### src/rtl/aes_pkg.sv
`default_nettype none
package aes_pkg;

   localparam int NumRounds = 10;
   localparam int CsrIdxW = 3;

   localparam logic [CsrIdxW-1:0] CSR_KEY_HIGH = 3'd0;
   localparam logic [CsrIdxW-1:0] CSR_KEY_LOW  = 3'd1;
   localparam logic [CsrIdxW-1:0] CSR_IV_HIGH  = 3'd2;
   localparam logic [CsrIdxW-1:0] CSR_IV_LOW   = 3'd3;
   localparam logic [CsrIdxW-1:0] CSR_DECRYPT  = 3'd4;
   localparam logic [CsrIdxW-1:0] CSR_CHAIN    = 3'd5;

   typedef logic [7:0] sbox_tab_type [256];

   localparam sbox_tab_type SBOX = '{
      8'h63,8'h7c,8'h77,8'h7b,8'hf2,8'h6b,8'h6f,8'hc5,8'h30,8'h01,8'h67,8'h2b,8'hfe,8'hd7,8'hab,8'h76,
      8'hca,8'h82,8'hc9,8'h7d,8'hfa,8'h59,8'h47,8'hf0,8'had,8'hd4,8'ha2,8'haf,8'h9c,8'ha4,8'h72,8'hc0,
      8'hb7,8'hfd,8'h93,8'h26,8'h36,8'h3f,8'hf7,8'hcc,8'h34,8'ha5,8'he5,8'hf1,8'h71,8'hd8,8'h31,8'h15,
      8'h04,8'hc7,8'h23,8'hc3,8'h18,8'h96,8'h05,8'h9a,8'h07,8'h12,8'h80,8'he2,8'heb,8'h27,8'hb2,8'h75,
      8'h09,8'h83,8'h2c,8'h1a,8'h1b,8'h6e,8'h5a,8'ha0,8'h52,8'h3b,8'hd6,8'hb3,8'h29,8'he3,8'h2f,8'h84,
      8'h53,8'hd1,8'h00,8'hed,8'h20,8'hfc,8'hb1,8'h5b,8'h6a,8'hcb,8'hbe,8'h39,8'h4a,8'h4c,8'h58,8'hcf,
      8'hd0,8'hef,8'haa,8'hfb,8'h43,8'h4d,8'h33,8'h85,8'h45,8'hf9,8'h02,8'h7f,8'h50,8'h3c,8'h9f,8'ha8,
      8'h51,8'ha3,8'h40,8'h8f,8'h92,8'h9d,8'h38,8'hf5,8'hbc,8'hb6,8'hda,8'h21,8'h10,8'hff,8'hf3,8'hd2,
      8'hcd,8'h0c,8'h13,8'hec,8'h5f,8'h97,8'h44,8'h17,8'hc4,8'ha7,8'h7e,8'h3d,8'h64,8'h5d,8'h19,8'h73,
      8'h60,8'h81,8'h4f,8'hdc,8'h22,8'h2a,8'h90,8'h88,8'h46,8'hee,8'hb8,8'h14,8'hde,8'h5e,8'h0b,8'hdb,
      8'he0,8'h32,8'h3a,8'h0a,8'h49,8'h06,8'h24,8'h5c,8'hc2,8'hd3,8'hac,8'h62,8'h91,8'h95,8'he4,8'h79,
      8'he7,8'hc8,8'h37,8'h6d,8'h8d,8'hd5,8'h4e,8'ha9,8'h6c,8'h56,8'hf4,8'hea,8'h65,8'h7a,8'hae,8'h08,
      8'hba,8'h78,8'h25,8'h2e,8'h1c,8'ha6,8'hb4,8'hc6,8'he8,8'hdd,8'h74,8'h1f,8'h4b,8'hbd,8'h8b,8'h8a,
      8'h70,8'h3e,8'hb5,8'h66,8'h48,8'h03,8'hf6,8'h0e,8'h61,8'h35,8'h57,8'hb9,8'h86,8'hc1,8'h1d,8'h9e,
      8'he1,8'hf8,8'h98,8'h11,8'h69,8'hd9,8'h8e,8'h94,8'h9b,8'h1e,8'h87,8'he9,8'hce,8'h55,8'h28,8'hdf,
      8'h8c,8'ha1,8'h89,8'h0d,8'hbf,8'he6,8'h42,8'h68,8'h41,8'h99,8'h2d,8'h0f,8'hb0,8'h54,8'hbb,8'h16
   };

   function automatic sbox_tab_type build_inv();
      sbox_tab_type r;
      for (int i = 0; i < 256; i++) begin
         r[SBOX[i]] = i[7:0];
      end
      return r;
   endfunction

   localparam sbox_tab_type INV_SBOX = build_inv();

   localparam logic [7:0] RCON [11] = '{
      8'h00,8'h01,8'h02,8'h04,8'h08,8'h10,8'h20,8'h40,8'h80,8'h1b,8'h36
   };

   function automatic logic [31:0] sub_word(input logic [31:0] w, input logic inv);
      logic [31:0] r;
      for (int i = 0; i < 4; i++) begin
         r[8*i +: 8] = inv ? INV_SBOX[w[8*i +: 8]] : SBOX[w[8*i +: 8]];
      end
      return r;
   endfunction

   function automatic logic [7:0] gf_mul(input logic [7:0] a, input logic [7:0] b);
      logic [7:0] r;
      logic [7:0] x;
      r = 8'h00;
      x = a;
      for (int i = 0; i < 8; i++) begin
         if (b[i]) r = r ^ x;
         x = {x[6:0], 1'b0} ^ (x[7] ? 8'h1b : 8'h00);
      end
      return r;
   endfunction

   // byte 0 of the column in bits 31:24
   function automatic logic [31:0] mix_col(input logic [31:0] c, input logic inv);
      logic [7:0] m [4];
      logic [7:0] acc;
      logic [31:0] r;
      m[0] = inv ? 8'h0e : 8'h02;
      m[1] = inv ? 8'h0b : 8'h03;
      m[2] = inv ? 8'h0d : 8'h01;
      m[3] = inv ? 8'h09 : 8'h01;
      for (int rr = 0; rr < 4; rr++) begin
         acc = 8'h00;
         for (int k = 0; k < 4; k++) begin
            acc = acc ^ gf_mul(m[(k - rr + 4) & 3], c[31-8*k -: 8]);
         end
         r[31-8*rr -: 8] = acc;
      end
      return r;
   endfunction

endpackage
`default_nettype wire

### src/rtl/aes_col_lane.sv
`default_nettype none
module aes_col_lane
   import aes_pkg::*;
(
   input  wire logic [31:0] col,
   input  wire logic [31:0] rkey,
   input  wire logic        decrypt,
   input  wire logic        last,
   output logic [31:0]      col_out
);
   logic [31:0] sub;
   logic [31:0] keyed;

   always_comb begin
      sub = sub_word(col, decrypt);
      if (decrypt) begin
         keyed   = sub ^ rkey;
         col_out = last ? keyed : mix_col(keyed, 1'b1);
      end else begin
         keyed   = last ? sub : mix_col(sub, 1'b0);
         col_out = keyed ^ rkey;
      end
   end
endmodule
`default_nettype wire

### config.mk
export PLATFORM = sky130hd
export DESIGN_NAME = aes_col_lane
export DESIGN_NICKNAME = d
export VERILOG_FILES = /design/src/rtl/aes_pkg.sv /design/src/rtl/aes_col_lane.sv
export SDC_FILE = /design/constraint.sdc
export NUM_CORES = 2
export LEC_CHECK = 0
export BUFFER_PORTS_ARGS = -buffer_cell sky130_fd_sc_hd__buf_4
export CORE_ASPECT_RATIO = 2
export CORE_MARGIN = 2
export CORE_UTILIZATION = 45
export DETAILED_ROUTE_END_ITERATION = 8
export PLACE_DENSITY = 0.59
export SYNTH_ARGS = -nofsm -noshare
export SYNTH_HDL_FRONTEND = slang
export SYNTH_SLANG_ARGS = --single-unit
export TNS_END_PERCENT = 20
### constraint.sdc
create_clock -name vclk -period 11.96
set_input_delay 2.392 -clock vclk [all_inputs]
set_output_delay 2.392 -clock vclk [all_outputs]
set_load 0.01 [all_outputs]
==> results of run 1 <==
==> synthesized netlist by cell type (112+ instances only) <==
library cell	instances
a21oi_1	364
nand2_1	337
o21ai_0	333
nor2_1	266
buf_2	212
xnor2_1	201
clkbuf_1	200
nor3_1	178
nand3_1	159
nand2b_1	143
nor2b_1	118
a211oi_1	112
==> stage by stage <==
stage          util, %  worst slack [ns]  instance area (µm²)
4_1_cts          46.51            0.8578                30490
3_3_place_gp     46.51            0.7038                30490
3_5_place_dp     46.51            0.8909                30490
2_1_floorplan        -             2.424                29660
==> metal layers <==
layer	track usage (%)	overflow
met1	75.80	1
met2	90.65	512
met3	62.25	13
met4	72.97	306
met5	24.52	1
==> cells by family after synthesis <==
logic type,after synthesis
AO/OA/AOI/OAI,1807
AND/OR/NAND/NOR,1483
buffers and inverters,603
XOR/XNOR,350
multiplexers,84
adder cells (fa/ha/maj),74
==> run_results.csv, run 1 <==
group,metric,value,unit
global_route,grt.total_usage,75.44,%
synth,synth_top_family_by_area,"compound AO/OA/AOI/OAI gates",
synth,yosys_warnings,0,
synth,yosysSeqAreaShare,0,%
placed_design,hpwl,157400,µm
floorplan,fp-row-count,133,
placed_design,place.port_buffers,98,
synth,synth_mux_area_share,4.020,%
status,status,"stopped before the end",
synth,synth_xor_xnor_area_share,13.93,%
synth,synth_area_leader_cell,"a21oi_1",
global_route,grt_pass1_wl,382100,µm
clocking,cts_setup_buffers,0,
placed_design,placed_cells,5068,
synth,synthSimpleGateAreaFrac,25.39,%
synth,synthTopCellsByArea,"a21oi_1 6.1%, xnor2_1 5.9%, o21ai_0 5.6%",
synth,syn_area,29660,µm²
global_route,overflow,833,
global_route,grt_pass1_vias,46410,
synth,synth_compound_area_share,43.17,%
synth,synth_cell_types,119,
status,failing_step,"global routing (5_1_grt)",
floorplan,die_x,185.5,µm
synth,synth_fa_ha_area_share,3.121,%
floorplan,top_level_ports,98,
floorplan,initial_core_util,45.24,%
synth,synth_top_area_share,6.142,%
global_route,grt_max_degree,133,
clocking,ctsResizeCount,0,
synth,syn_area_per_cell,6.740,µm²
synth,syn-num-nets,4541,
clocking,cts_hold_buffers,0,
placed_design,place.gp.congestion,1.440,
status,error,"[ERROR GRT-0116] Global routing finished with congestion. Check the congestion regions in the DRC Viewer.",
floorplan,die_h,367.1,µm
synth,synth_cells,4401,
==> run 2: changes to the inputs <==
--- a/config.mk
+++ b/config.mk
@@ -6,11 +6,10 @@
 export NUM_CORES = 2
 export LEC_CHECK = 0
 export BUFFER_PORTS_ARGS = -buffer_cell sky130_fd_sc_hd__buf_4
-export CORE_ASPECT_RATIO = 2
 export CORE_MARGIN = 2
-export CORE_UTILIZATION = 45
+export CORE_UTILIZATION = 30
 export DETAILED_ROUTE_END_ITERATION = 8
-export PLACE_DENSITY = 0.59
+export PLACE_DENSITY_LB_ADDON = 0.15
 export SYNTH_ARGS = -nofsm -noshare
 export SYNTH_HDL_FRONTEND = slang
 export SYNTH_SLANG_ARGS = --single-unit
==> run_results.csv, run 2 <==
group,metric,value,unit
timing,setup-tns-final,0,ns
floorplan,top_level_ports,98,
synth,synth_area_leader_cell,"a21oi_1",
flow_run,drv_cap,0,
timing,setup_viol,0,
critical_path,slowest_delay,0.98,ns
detailed_routing,wl_per_cell,40.81,µm
timing,tightestPinTransition,1.411,ns
synth,synth_cell_types,119,
cells_and_area,regArea,0,µm²
synth,synthTopCellsByArea,"a21oi_1 6.1%, xnor2_1 5.9%, o21ai_0 5.6%",
critical_path,cp_slowest_cell,"nor3_1",
timing,fmax,88.08,MHz
global_route,grt.total_usage,41.84,%
status,status,"completed",
synth,synth_cells,4401,
critical_path,crit_chain,"buf_4 > inv_1 > ha_1 > buf_4 > nor2_1 > nor3_1 > a21oi_1 > a2111oi_0 > a211oi_1 > o311ai_4 > xor2_4 > buf_4 > xnor2_1 > xnor2_1 > xnor3_1 > o211ai_1 > o21ai_0 > buf_4",
floorplan,die_x,318.4,µm
detailed_routing,routed_via_density,7.633,
global_route,grt_pass1_vias,38330,
placed_design,placed_cells,5523,
placed_design,place.gp.congestion,1.077,
detailed_routing,routed_wl,225900,µm
synth,yosys-top-cells-count,"364 x a21oi_1, 337 x nand2_1, 333 x o21ai_0",
cells_and_area,seq_cell_count,0,
cells_and_area,fin_nets,4378,
placed_design,place.port_buffers,98,
cells_and_area,synthToLayoutAreaGrowth,5.956,%
global_route,overflow,0,
clocking,cts_hold_buffers,0,
cells_and_area,multi_input_area,26590,µm²
critical_path,crit_path_start_kind,"primary input",
floorplan,fp-row-count,115,
timing,grt_setup_unrepaired,"false",
placed_design,dp_slack,0.8626,ns
global_route,grt_pass1_wl,311600,µm
cells_and_area,post_layout_nonfiller_instances,5535,
synth,yosysSeqAreaShare,0,%
detailed_routing,drt-initial-drc-count,9250,
critical_path,path_buf_inv,5,
critical_path,cp_max_fo,28,
timing,worst_slew_margin_rel,5.612,%
timing,fin_ws,0.6064,ns
critical_path,crit_family,"compound AO/OA/AOI/OAI gates",
detailed_routing,dr_total_vias,42250,
floorplan,initial_core_util,30.23,%
synth,syn_area,29660,µm²
global_route,grt_max_degree,103,
detailed_routing,drc,0,
critical_path,end_kind,"output pin",
cells_and_area,clockBufferCount,0,
clocking,ctsResizeCount,0,
synth,syn_area_per_cell,6.740,µm²
critical_path,critical_path_class,"in2out",
detailed_routing,drtPass1Iterations,7,
cells_and_area,layout_common_cells,"364 x a21oi_1, 364 x buf_4, 337 x nand2_1",
synth,yosys_warnings,0,
placed_design,hpwl,162900,µm
synth,synth.most_common_cell,"a21oi_1",
hold_path,min_path_type,"in2out",
synth,synth_top_area_share,6.142,%
clocking,cts_setup_buffers,0,
global_route,antenna_found_initial,17,
critical_path,cp.arrival,8.96,ns
timing,hold_viol_final,0,
timing,slew_viol_final,0,
timing,fin_crit,11.35,ns
detailed_routing,postRouteAntennaNets,0,
cells_and_area,nFillCells,11040,
synth,syn-num-nets,4541,
floorplan,die_area,101400,µm²
floorplan,core_region_area,98130,µm²
critical_path,cp_common_cell,"buf_4",
floorplan,die_h,318.4,µm
critical_path,cp_data_required_time,9.57,ns
timing,finalCritPeriodShare,94.93,%
cells_and_area,drive_above_1_share,13.69,%
## run 2: kinds of logic after synthesis
kind of cell | count (synthesis) | synth area share (%)
xor gates and xnor gates | 350 | 13.93
buffers and inverters | 603 | 10.37
and+or+nand+nor | 1483 | 25.39
muxes | 84 | 4.020
AOI/OAI and AO/OA | 1807 | 43.17
adders and majority gates | 74 | 3.121
## run 2: metal layers
metal | part of all wire [%] | vias to the layer above | wire length (µm) | GRT usage [%]
met1 | 39 | 20240 | 88350 | 56.29
li1 | - | 16650 | - | -
met5 | 0.054 | - | 122 | 0
met2 | 39 | 4320 | 86960 | 57.65
met4 | 6.9 | 20 | 15610 | 21.75
met3 | 15 | 1021 | 34820 | 15.19
## run 2: final cells by class
cell class,instances,area share (%)
inverter,60,0.7166
multi-input combinational,3798,84.62
timing repair buffer,378,9.447
antenna,12,0.09555
tap,1287,5.124
## run 2: metrics by stage
step,hold WS [ns],util [%],instance area [µm²]
after floorplan,5.052,-,29660
after global placement,5.355,32.00,31400
after detailed placement,5.354,32.00,31400
after CTS,5.355,32.00,31400
after global routing,5.383,32.00,31400
final,5.357,32.03,31430
## run 2: worst paths after layout
path	from	end	slack, ns	cells past startpoint
max	col[1]	col_out[15]	0.61	18
min	rkey[18]	col_out[18]	5.36	4
## run 2: tightest hold or removal path, stage by stage
cell and delay, ns:
buf_4 0.11, xnor2_2 0.19, o22ai_1 0.12, buf_4 0.15
